`src/design/rudp_rr_pkg.sv`:
```
`timescale 1ns / 1ps
// ----------------------------------------------------------------------------
// rudp_rr_pkg
// shared constants, event codes and controller/datapath interface structs
// ----------------------------------------------------------------------------
package rudp_rr_pkg;

  localparam int DEFAULT_WINDOW_SLOTS     = 16;
  localparam int DEFAULT_MAX_PACKET_BYTES = 65535;
  localparam int RELEASE_CAP              = 16;
  localparam int HEADER_BYTES             = 8;
  localparam int CHECKSUM_LO_BYTE         = 6;
  localparam int CHECKSUM_HI_BYTE         = 7;

  localparam logic [15:0] TYPE_DATA     = 16'd1;
  localparam logic [15:0] TYPE_FILE_END = 16'd3;

  localparam logic [2:0] EV_ACK      = 3'd0;
  localparam logic [2:0] EV_DATA     = 3'd1;
  localparam logic [2:0] EV_FILE_END = 3'd2;
  localparam logic [2:0] EV_CORRUPT  = 3'd3;
  localparam logic [2:0] EV_OOW      = 3'd4;

  typedef struct packed {
    logic take;
    logic eval;
    logic store;
    logic rd;
    logic rel;
  } cmd_t;

  typedef struct packed {
    logic out_free;
    logic done;
    logic verdict_final;
    logic rel_final;
  } status_t;

endpackage

```
`src/design/rudp_rr_ctrl.sv`:
```
`timescale 1ns / 1ps
// ----------------------------------------------------------------------------
// rudp_rr_ctrl
// sequencer: byte intake, packet verdict and release walk
// ----------------------------------------------------------------------------
module rudp_rr_ctrl
  import rudp_rr_pkg::*;
(
  input  logic    clk,
  input  logic    rst,
  input  logic    in_valid,
  input  logic    end_of_packet,
  output logic    in_stall,
  input  status_t sts,
  output cmd_t    cmd
);

  typedef enum logic [2:0] {
    S_IDLE,
    S_EVAL,
    S_STORE,
    S_WREAD,
    S_WEMIT
  } state_t;

  state_t state;
  state_t state_next;
  logic   accept;
  logic   walking;

  assign walking  = (state == S_WREAD) || (state == S_WEMIT);
  assign in_stall = !((state == S_IDLE) || (walking && !end_of_packet));
  assign accept   = in_valid && !in_stall;

  always_comb begin
    cmd        = '0;
    state_next = state;
    cmd.take   = accept && !sts.done;
    unique case (state)
      S_IDLE: begin
        if (accept && !sts.done && end_of_packet) begin
          state_next = S_EVAL;
        end
      end
      S_EVAL: begin
        cmd.eval   = 1'b1;
        state_next = S_STORE;
      end
      S_STORE: begin
        if (sts.out_free) begin
          cmd.store  = 1'b1;
          state_next = sts.verdict_final ? S_IDLE : S_WREAD;
        end
      end
      S_WREAD: begin
        cmd.rd     = 1'b1;
        state_next = S_WEMIT;
      end
      S_WEMIT: begin
        if (sts.out_free) begin
          cmd.rel    = 1'b1;
          state_next = sts.rel_final ? S_IDLE : S_WREAD;
        end
      end
      default: state_next = S_IDLE;
    endcase
  end

  always_ff @(posedge clk) begin
    if (rst) begin
      state <= S_IDLE;
    end else begin
      state <= state_next;
    end
  end

endmodule

```
`src/design/rudp_rr_dp.sv`:
```
`timescale 1ns / 1ps
// ----------------------------------------------------------------------------
// rudp_rr_dp
// datapath: header capture, checksum, reorder window and result register
// ----------------------------------------------------------------------------
module rudp_rr_dp
  import rudp_rr_pkg::*;
#(
  parameter int WINDOW_SLOTS     = DEFAULT_WINDOW_SLOTS,
  parameter int MAX_PACKET_BYTES = DEFAULT_MAX_PACKET_BYTES
) (
  input  logic        clk,
  input  logic        rst,
  input  logic [7:0]  packet_byte,
  input  cmd_t        cmd,
  output status_t     sts,
  input  logic        out_stall,
  output logic        out_valid,
  output logic [2:0]  event_kind,
  output logic [31:0] sequence_number,
  output logic [15:0] payload_length,
  output logic        final_event
);

  localparam int SW  = (WINDOW_SLOTS > 1) ? $clog2(WINDOW_SLOTS) : 1;
  localparam int SW1 = SW + 1;
  localparam int CW  = $clog2(RELEASE_CAP + 1);

  // packet accumulators
  logic [15:0] run_sum;
  logic [7:0]  low_hold;
  logic [15:0] byte_count;
  logic [15:0] hdr_type;
  logic [31:0] hdr_seq;
  logic [15:0] rx_chk;

  // window state
  logic [31:0]             next_exp;
  logic [SW-1:0]           ne_slot;
  logic                    done;
  logic [WINDOW_SLOTS-1:0] slot_valid;
  logic [16:0]             slot_mem [WINDOW_SLOTS];
  logic                    rd_end;
  logic [15:0]             rd_len;
  logic [CW-1:0]           rel_cnt;

  // verdict
  logic        v_bad;
  logic        v_below;
  logic [31:0] v_diff;

  logic [15:0] word;
  logic [16:0] sum_wide;
  logic [15:0] sum_fold;
  logic        byte_live;
  logic        oow;
  logic        do_store;
  logic [SW:0] slot_sum;
  logic [SW-1:0] slot_wr;
  logic [15:0] pkt_len;
  logic [SW-1:0] ne_slot_inc;
  logic [CW-1:0] rel_cnt_inc;
  logic        out_free;

  assign byte_live = cmd.take && (byte_count < 16'(MAX_PACKET_BYTES));
  assign word      = (byte_count == 16'(CHECKSUM_HI_BYTE)) ? 16'h0000
                                                          : {packet_byte, low_hold};
  assign sum_wide  = {1'b0, run_sum} + {1'b0, word};
  assign sum_fold  = sum_wide[16] ? (sum_wide[15:0] + 16'd1) : sum_wide[15:0];

  assign oow      = !v_below && (v_diff >= 32'(WINDOW_SLOTS));
  assign do_store = !v_bad && !v_below && !oow &&
                    ((hdr_type == TYPE_DATA) || (hdr_type == TYPE_FILE_END));
  assign slot_sum = {1'b0, ne_slot} + {1'b0, v_diff[SW-1:0]};
  assign slot_wr  = (slot_sum >= SW1'(WINDOW_SLOTS)) ? SW'(slot_sum - SW1'(WINDOW_SLOTS))
                                                    : slot_sum[SW-1:0];
  assign pkt_len  = byte_count - 16'(HEADER_BYTES);

  assign ne_slot_inc = (ne_slot == SW'(WINDOW_SLOTS - 1)) ? '0 : (ne_slot + SW'(1));
  assign rel_cnt_inc = rel_cnt + CW'(1);

  assign out_free          = !out_valid || !out_stall;
  assign sts.out_free      = out_free;
  assign sts.done          = done;
  assign sts.verdict_final = !(slot_valid[ne_slot] || (do_store && (v_diff == 32'd0)));
  assign sts.rel_final     = rd_end || (rel_cnt_inc == CW'(RELEASE_CAP)) ||
                             !slot_valid[ne_slot_inc];

  // packet accumulators
  always_ff @(posedge clk) begin
    if (rst || cmd.store) begin
      run_sum    <= '0;
      low_hold   <= '0;
      byte_count <= '0;
      hdr_type   <= '0;
      hdr_seq    <= '0;
      rx_chk     <= '0;
    end else if (byte_live) begin
      byte_count <= byte_count + 16'd1;
      if (byte_count < 16'd2) begin
        hdr_type <= {hdr_type[7:0], packet_byte};
      end else if (byte_count < 16'(CHECKSUM_LO_BYTE)) begin
        hdr_seq <= {hdr_seq[23:0], packet_byte};
      end else if (byte_count == 16'(CHECKSUM_LO_BYTE)) begin
        rx_chk <= {8'h00, packet_byte};
      end else if (byte_count == 16'(CHECKSUM_HI_BYTE)) begin
        rx_chk <= {packet_byte, rx_chk[7:0]};
      end
      if (!byte_count[0]) begin
        low_hold <= packet_byte;
      end else begin
        run_sum <= sum_fold;
      end
    end
  end

  // verdict register
  always_ff @(posedge clk) begin
    if (cmd.eval) begin
      v_bad   <= (byte_count < 16'(HEADER_BYTES)) || (rx_chk != ~run_sum);
      v_below <= hdr_seq < next_exp;
      v_diff  <= hdr_seq - next_exp;
    end
  end

  // window control state
  always_ff @(posedge clk) begin
    if (rst) begin
      next_exp   <= 32'd1;
      ne_slot    <= SW'(1 % WINDOW_SLOTS);
      done       <= 1'b0;
      slot_valid <= '0;
      rel_cnt    <= '0;
    end else if (cmd.store) begin
      rel_cnt <= '0;
      if (do_store) begin
        slot_valid[slot_wr] <= 1'b1;
      end
    end else if (cmd.rel) begin
      slot_valid[ne_slot] <= 1'b0;
      next_exp            <= next_exp + 32'd1;
      ne_slot             <= ne_slot_inc;
      rel_cnt             <= rel_cnt_inc;
      done                <= rd_end;
    end
  end

  // slot memory
  always_ff @(posedge clk) begin
    if (cmd.store && do_store) begin
      slot_mem[slot_wr] <= {(hdr_type == TYPE_FILE_END), pkt_len};
    end
    if (cmd.rd) begin
      {rd_end, rd_len} <= slot_mem[ne_slot];
    end
  end

  // result register
  always_ff @(posedge clk) begin
    if (rst) begin
      out_valid <= 1'b0;
    end else if (cmd.store || cmd.rel) begin
      out_valid <= 1'b1;
    end else if (!out_stall) begin
      out_valid <= 1'b0;
    end
  end

  always_ff @(posedge clk) begin
    if (cmd.store) begin
      payload_length  <= '0;
      final_event     <= sts.verdict_final;
      sequence_number <= v_bad ? 32'd0 : hdr_seq;
      if (v_bad) begin
        event_kind <= EV_CORRUPT;
      end else if (!v_below && oow) begin
        event_kind <= EV_OOW;
      end else begin
        event_kind <= EV_ACK;
      end
    end else if (cmd.rel) begin
      event_kind      <= rd_end ? EV_FILE_END : EV_DATA;
      sequence_number <= next_exp;
      payload_length  <= rd_len;
      final_event     <= sts.rel_final;
    end
  end

  a_emit_free: assert property (@(posedge clk) disable iff (rst)
    (cmd.store || cmd.rel) |-> out_free)
    else $error("result emitted while result register busy");

  a_rel_valid: assert property (@(posedge clk) disable iff (rst)
    cmd.rel |-> slot_valid[ne_slot])
    else $error("release from empty slot");

  a_done_sticky: assert property (@(posedge clk) disable iff (rst)
    done |=> (done && !cmd.store && !cmd.eval))
    else $error("activity after transfer end");

endmodule

```
`src/design/reliable_udp_receive_reorder_top.sv`:
```
`timescale 1ns / 1ps
// ----------------------------------------------------------------------------
// reliable_udp_receive_reorder_top
// packet check, ack and in-order release for a selective repeat receiver
// ----------------------------------------------------------------------------
// A byte that does not end a packet is taken while the controller is idle.
// The final byte of a packet is followed by checksum and window evaluation
// (S_EVAL), then the post of the ack, drop or out-of-window result (S_STORE);
// each in-order release then reads slot memory (S_WREAD) and posts the result
// (S_WEMIT), up to sixteen per packet end; a post waits while the output
// is stalled. During the release walk the non-final bytes of the next packet
// are taken; its final byte waits until the walk ends. After the file end
// is released every byte is taken and ignored until reset.
module reliable_udp_receive_reorder_top
  import rudp_rr_pkg::*;
#(
  parameter int WINDOW_SLOTS     = DEFAULT_WINDOW_SLOTS,
  parameter int MAX_PACKET_BYTES = DEFAULT_MAX_PACKET_BYTES
) (
  input  logic        clk,
  input  logic        rst,
  input  logic        in_valid,
  output logic        in_stall,
  input  logic [7:0]  packet_byte,
  input  logic        end_of_packet,
  output logic        out_valid,
  input  logic        out_stall,
  output logic [2:0]  event_kind,
  output logic [31:0] sequence_number,
  output logic [15:0] payload_length,
  output logic        final_event
);

  cmd_t    cmd;
  status_t sts;

  rudp_rr_ctrl u_ctrl (
    .clk           (clk),
    .rst           (rst),
    .in_valid      (in_valid),
    .end_of_packet (end_of_packet),
    .in_stall      (in_stall),
    .sts           (sts),
    .cmd           (cmd)
  );

  rudp_rr_dp #(
    .WINDOW_SLOTS     (WINDOW_SLOTS),
    .MAX_PACKET_BYTES (MAX_PACKET_BYTES)
  ) u_dp (
    .clk             (clk),
    .rst             (rst),
    .packet_byte     (packet_byte),
    .cmd             (cmd),
    .sts             (sts),
    .out_stall       (out_stall),
    .out_valid       (out_valid),
    .event_kind      (event_kind),
    .sequence_number (sequence_number),
    .payload_length  (payload_length),
    .final_event     (final_event)
  );

endmodule
```
`config.mk`:
```
export PLATFORM = sky130hd
export DESIGN_NAME = reliable_udp_receive_reorder_top
export DESIGN_NICKNAME = d
export VERILOG_FILES = /design/src/design/rudp_rr_pkg.sv /design/src/design/rudp_rr_ctrl.sv /design/src/design/rudp_rr_dp.sv /design/src/design/reliable_udp_receive_reorder_top.sv
export SDC_FILE = /design/constraint.sdc
export NUM_CORES = 1
export LEC_CHECK = 0
export ABC_AREA = 1
export BUFFER_PORTS_ARGS = -buffer_cell sky130_fd_sc_hd__buf_2
export CAP_MARGIN = 40
export CORE_ASPECT_RATIO = 2
export CORE_MARGIN = 2
export CORE_UTILIZATION = 44
export CTS_CLUSTER_DIAMETER = 100
export CTS_CLUSTER_SIZE = 40
export DETAILED_ROUTE_END_ITERATION = 16
export GPL_TIMING_DRIVEN = 1
export PLACE_DENSITY = 0.67
export SLEW_MARGIN = 40
export SYNTH_ARGS = -nofsm -noshare
export SYNTH_HDL_FRONTEND = slang
export SYNTH_SLANG_ARGS = --single-unit
```
`constraint.sdc`:
```
create_clock -name clk -period 7.9 [get_ports clk]
set_clock_uncertainty 0.05 [all_clocks]
set_input_delay 1.58 -clock clk [delete_from_list [all_inputs] [get_ports clk]]
set_output_delay 1.58 -clock clk [all_outputs]
set_load 0.03 [all_outputs]
```
==> metrics.txt <==
DIE AREA=0.0593 mm2; Core Util, Final=47.3%; EDFF count, synth=359; total clock sinks=541; Hold Violations, Final=0; H-tree level count=1; post-CTS sizing=0; Total GRT Usage=22.3%; minimum clock period=4260 ps; vias after detailed routing=19.5k; count of state elements after synthesis=541; largest net degree at the start of global routing=81; Critical Path End Type=register; outcome=finished clean; Design Power=5.11 mW; final-stage net count=2794; Mapped Avg Cell Area=9.34 um2; Netlist Area Pre-Place=0.0252 mm2; Max rail drop VDD=0.131 mV; Die Wd=173 um; Critical-path top delay cell=dfxtp_1; final setup fails=0; worst-path maximum fanout=20; port bufs=66; Power Density=190 mW/mm2; Antenna Violating Nets Remaining=0; # Max-Cap Violations=0; Final Non-Filler Cells=3481; most used cell, CP=nor2_1; vias per std cell=5.61; n_diodes=0; Syn. warnings=0; most frequent cells in the layout=nand2_1 (453), edfxtp_1 (359), nor2_1 (328), inv_1 (249), o21ai_0 (243); # fillers=5259; Post-Route WL=67800 um; final setup TNS=0 ps; slowest stage delay, CP=870 ps; leading cell type in the layout, fill and taps excluded=nand2_1; Mapped Cells=2696; initial antenna violation count=0; Pleak=9.60 nW; Initial DRC Count=1529; post-synth cell types=52; setup repair bufs after CTS=0; total CTS buffers=17; std cell rows=124; vias in the first global route=19.2k; clk buf depth=3; critical path, cell by cell=inv_1 -> nor2_1 -> nand3_1 -> nor2_1 -> buf_4 -> nor2_1 -> ha_1 -> fa_1 -> ha_1 -> nand2_1 -> nor2_1 -> nand2_1 -> nor2_1 -> nand3_1 -> nor2_1 -> nand3_1 -> nand2_1 -> inv_1 -> nand2_1 -> a21oi_1; CP Launch Type=register; Hold Path Class=register to register; placed cells=3450; CP required=8290 ps; gr ovfl total=0; Mapped Nets=2775; WS Path Type=register to register; prevailing post-synth register cell=edfxtp_1; DR WL/cell=19.5 um; Initial Util=44.2%; DRT Pass-1 Iters=5; asr flop ratio synth=0%; clock root buffer master=clkbuf_16; measured slew at the worst slew-check pin=920 ps; fraction of layout cells with a size suffix above 1=7.19%; Area growth syn-to-layout=7.01%; Die Ht=342 um; dpl hpwl=50500 um; clock latency on the worst-skew pair=570 ps; final RePlAce weighted congestion=0.956; Multi-input gate area=0.00949 mm2; Rel. slew slack=38.1%; fmax=0.235 GHz; # hold bufs at CTS=0; WP data arrival=4640 ps; register area=0.0144 mm2; Clk pin slew, worst setup/hold paths=150 ps; I/O pin count=67; RSZ-0062 raised after global routing=no; sequential share of the synthesized area=57.3%; DRC violations left=0; CTS tree=built; first-pass GRT wire length=104000 um; Slew Viols, Final=0; core area=0.0569 mm2; Final Cycle Share=53.9%
==> cells in the mapped netlist (all sizes together) (4+ instances only) <==
cell type / count / share of area (%)
o211ai: 9 / 0.27
buf: 22 / 0.53
ha: 63 / 3.1
a21o: 5 / 0.15
nand2: 459 / 6.9
o22ai: 93 / 2.3
nor3: 61 / 1.4
nand4: 36 / 0.89
xnor2: 21 / 0.73
a31oi: 17 / 0.42
a211oi: 35 / 1.0
dfxtp: 182 / 14
a221oi: 4 / 0.14
a21oi: 170 / 3.6
nand3: 110 / 2.2
xor2: 53 / 1.8
nor4: 12 / 0.35
nor2: 337 / 5.1
nand3b: 4 / 0.12
inv: 258 / 3.8
o21ai: 281 / 5.6
edfxtp: 359 / 43
clkbuf: 80 / 1.2
==> final timing paths <==
check | from | to | slack, ps | cells past startpoint
worst max-delay path | u_dp.byte_count[2] | u_dp.run_sum[12] | 3640 | 20
worst min-delay path | u_dp.rd_len[12] | u_dp.payload_length[12] | 400 | 2
worst max register to register | u_dp.byte_count[2] | u_dp.run_sum[12] | 3640 | 20
worst min register to register | u_dp.rd_len[12] | u_dp.payload_length[12] | 400 | 2
==> layer usage <==
layer | up-vias | routed length (um) | global-route usage (%)
li1 | 9325 | - | -
met1 | 9348 | 24300 | 23.2
met2 | 643 | 36700 | 43.6
met3 | 207 | 2670 | 1.79
met4 | 0 | 4130 | 12.4
met5 | - | 0 | 0
==> state kept, by name, summed over array words and instances (netlist names), 8 cells and up <==
name                  cells
u_dp.byte_count          16
u_dp.sequence_number     32
u_dp.hdr_seq             32
u_dp.rx_chk              16
u_dp.rd_len              16
u_dp.v_diff              32
u_dp.low_hold             8
u_dp.slot_valid          16
u_dp.next_exp            32
u_dp.payload_length      16
u_dp.slot_mem           272
u_dp.hdr_type            16
u_dp.run_sum             16
==> cell families (layout without fill, tap and decap cells) <==
kind of cell / count (synthesis) / count (layout) / synth area share, %
AOI/OAI and AO/OA: 627 / 627 / 14.0
xor gates and xnor gates: 74 / 74 / 2.57
adders and majority gates: 66 / 66 / 3.37
buffers and inverters: 363 / 392 / 5.62
DFF: 541 / 541 / 57.3
and+or+nand+nor: 1025 / 1025 / 17.2
==> per-stage QoR <==
step	instance area [um2]	setup WS (ps)	hold slack, ps
after floorplan	25200	3880	370
after global routing	26900	3280	409
after CTS	26900	3710	396
final	26900	3640	402
after global placement	26400	3480	374
after detailed placement	26400	3420	383
==> cell type report <==
type | count | share of cell area, %
Clock buffer | 28 | 1.73
Clock inverter | 1 | 0.0743
Inverter | 261 | 3.65
Multi-Input combinational cell | 1792 | 35.2
Sequential cell | 541 | 53.6
Tap cell | 756 | 3.51
Timing Repair Buffer | 102 | 2.26
==> where the power goes <==
part / switching, mW / internal [mW] / leakage (nW)
registers: 0.0580 / 3.09 / 4.56
logic: 0.507 / 0.226 / 4.81
clock network: 0.805 / 0.423 / 0.232
==> worst max-delay path: cells and delay by family, from the launching register on <==
family,cells,cell delay (ps)
AOI/OAI and AO/OA,1,50
adders and majority gates,3,1030
buffers and inverters,3,530
DFF,1,870
and+or+nand+nor,13,1610
(Power assumes the default switching activity.)
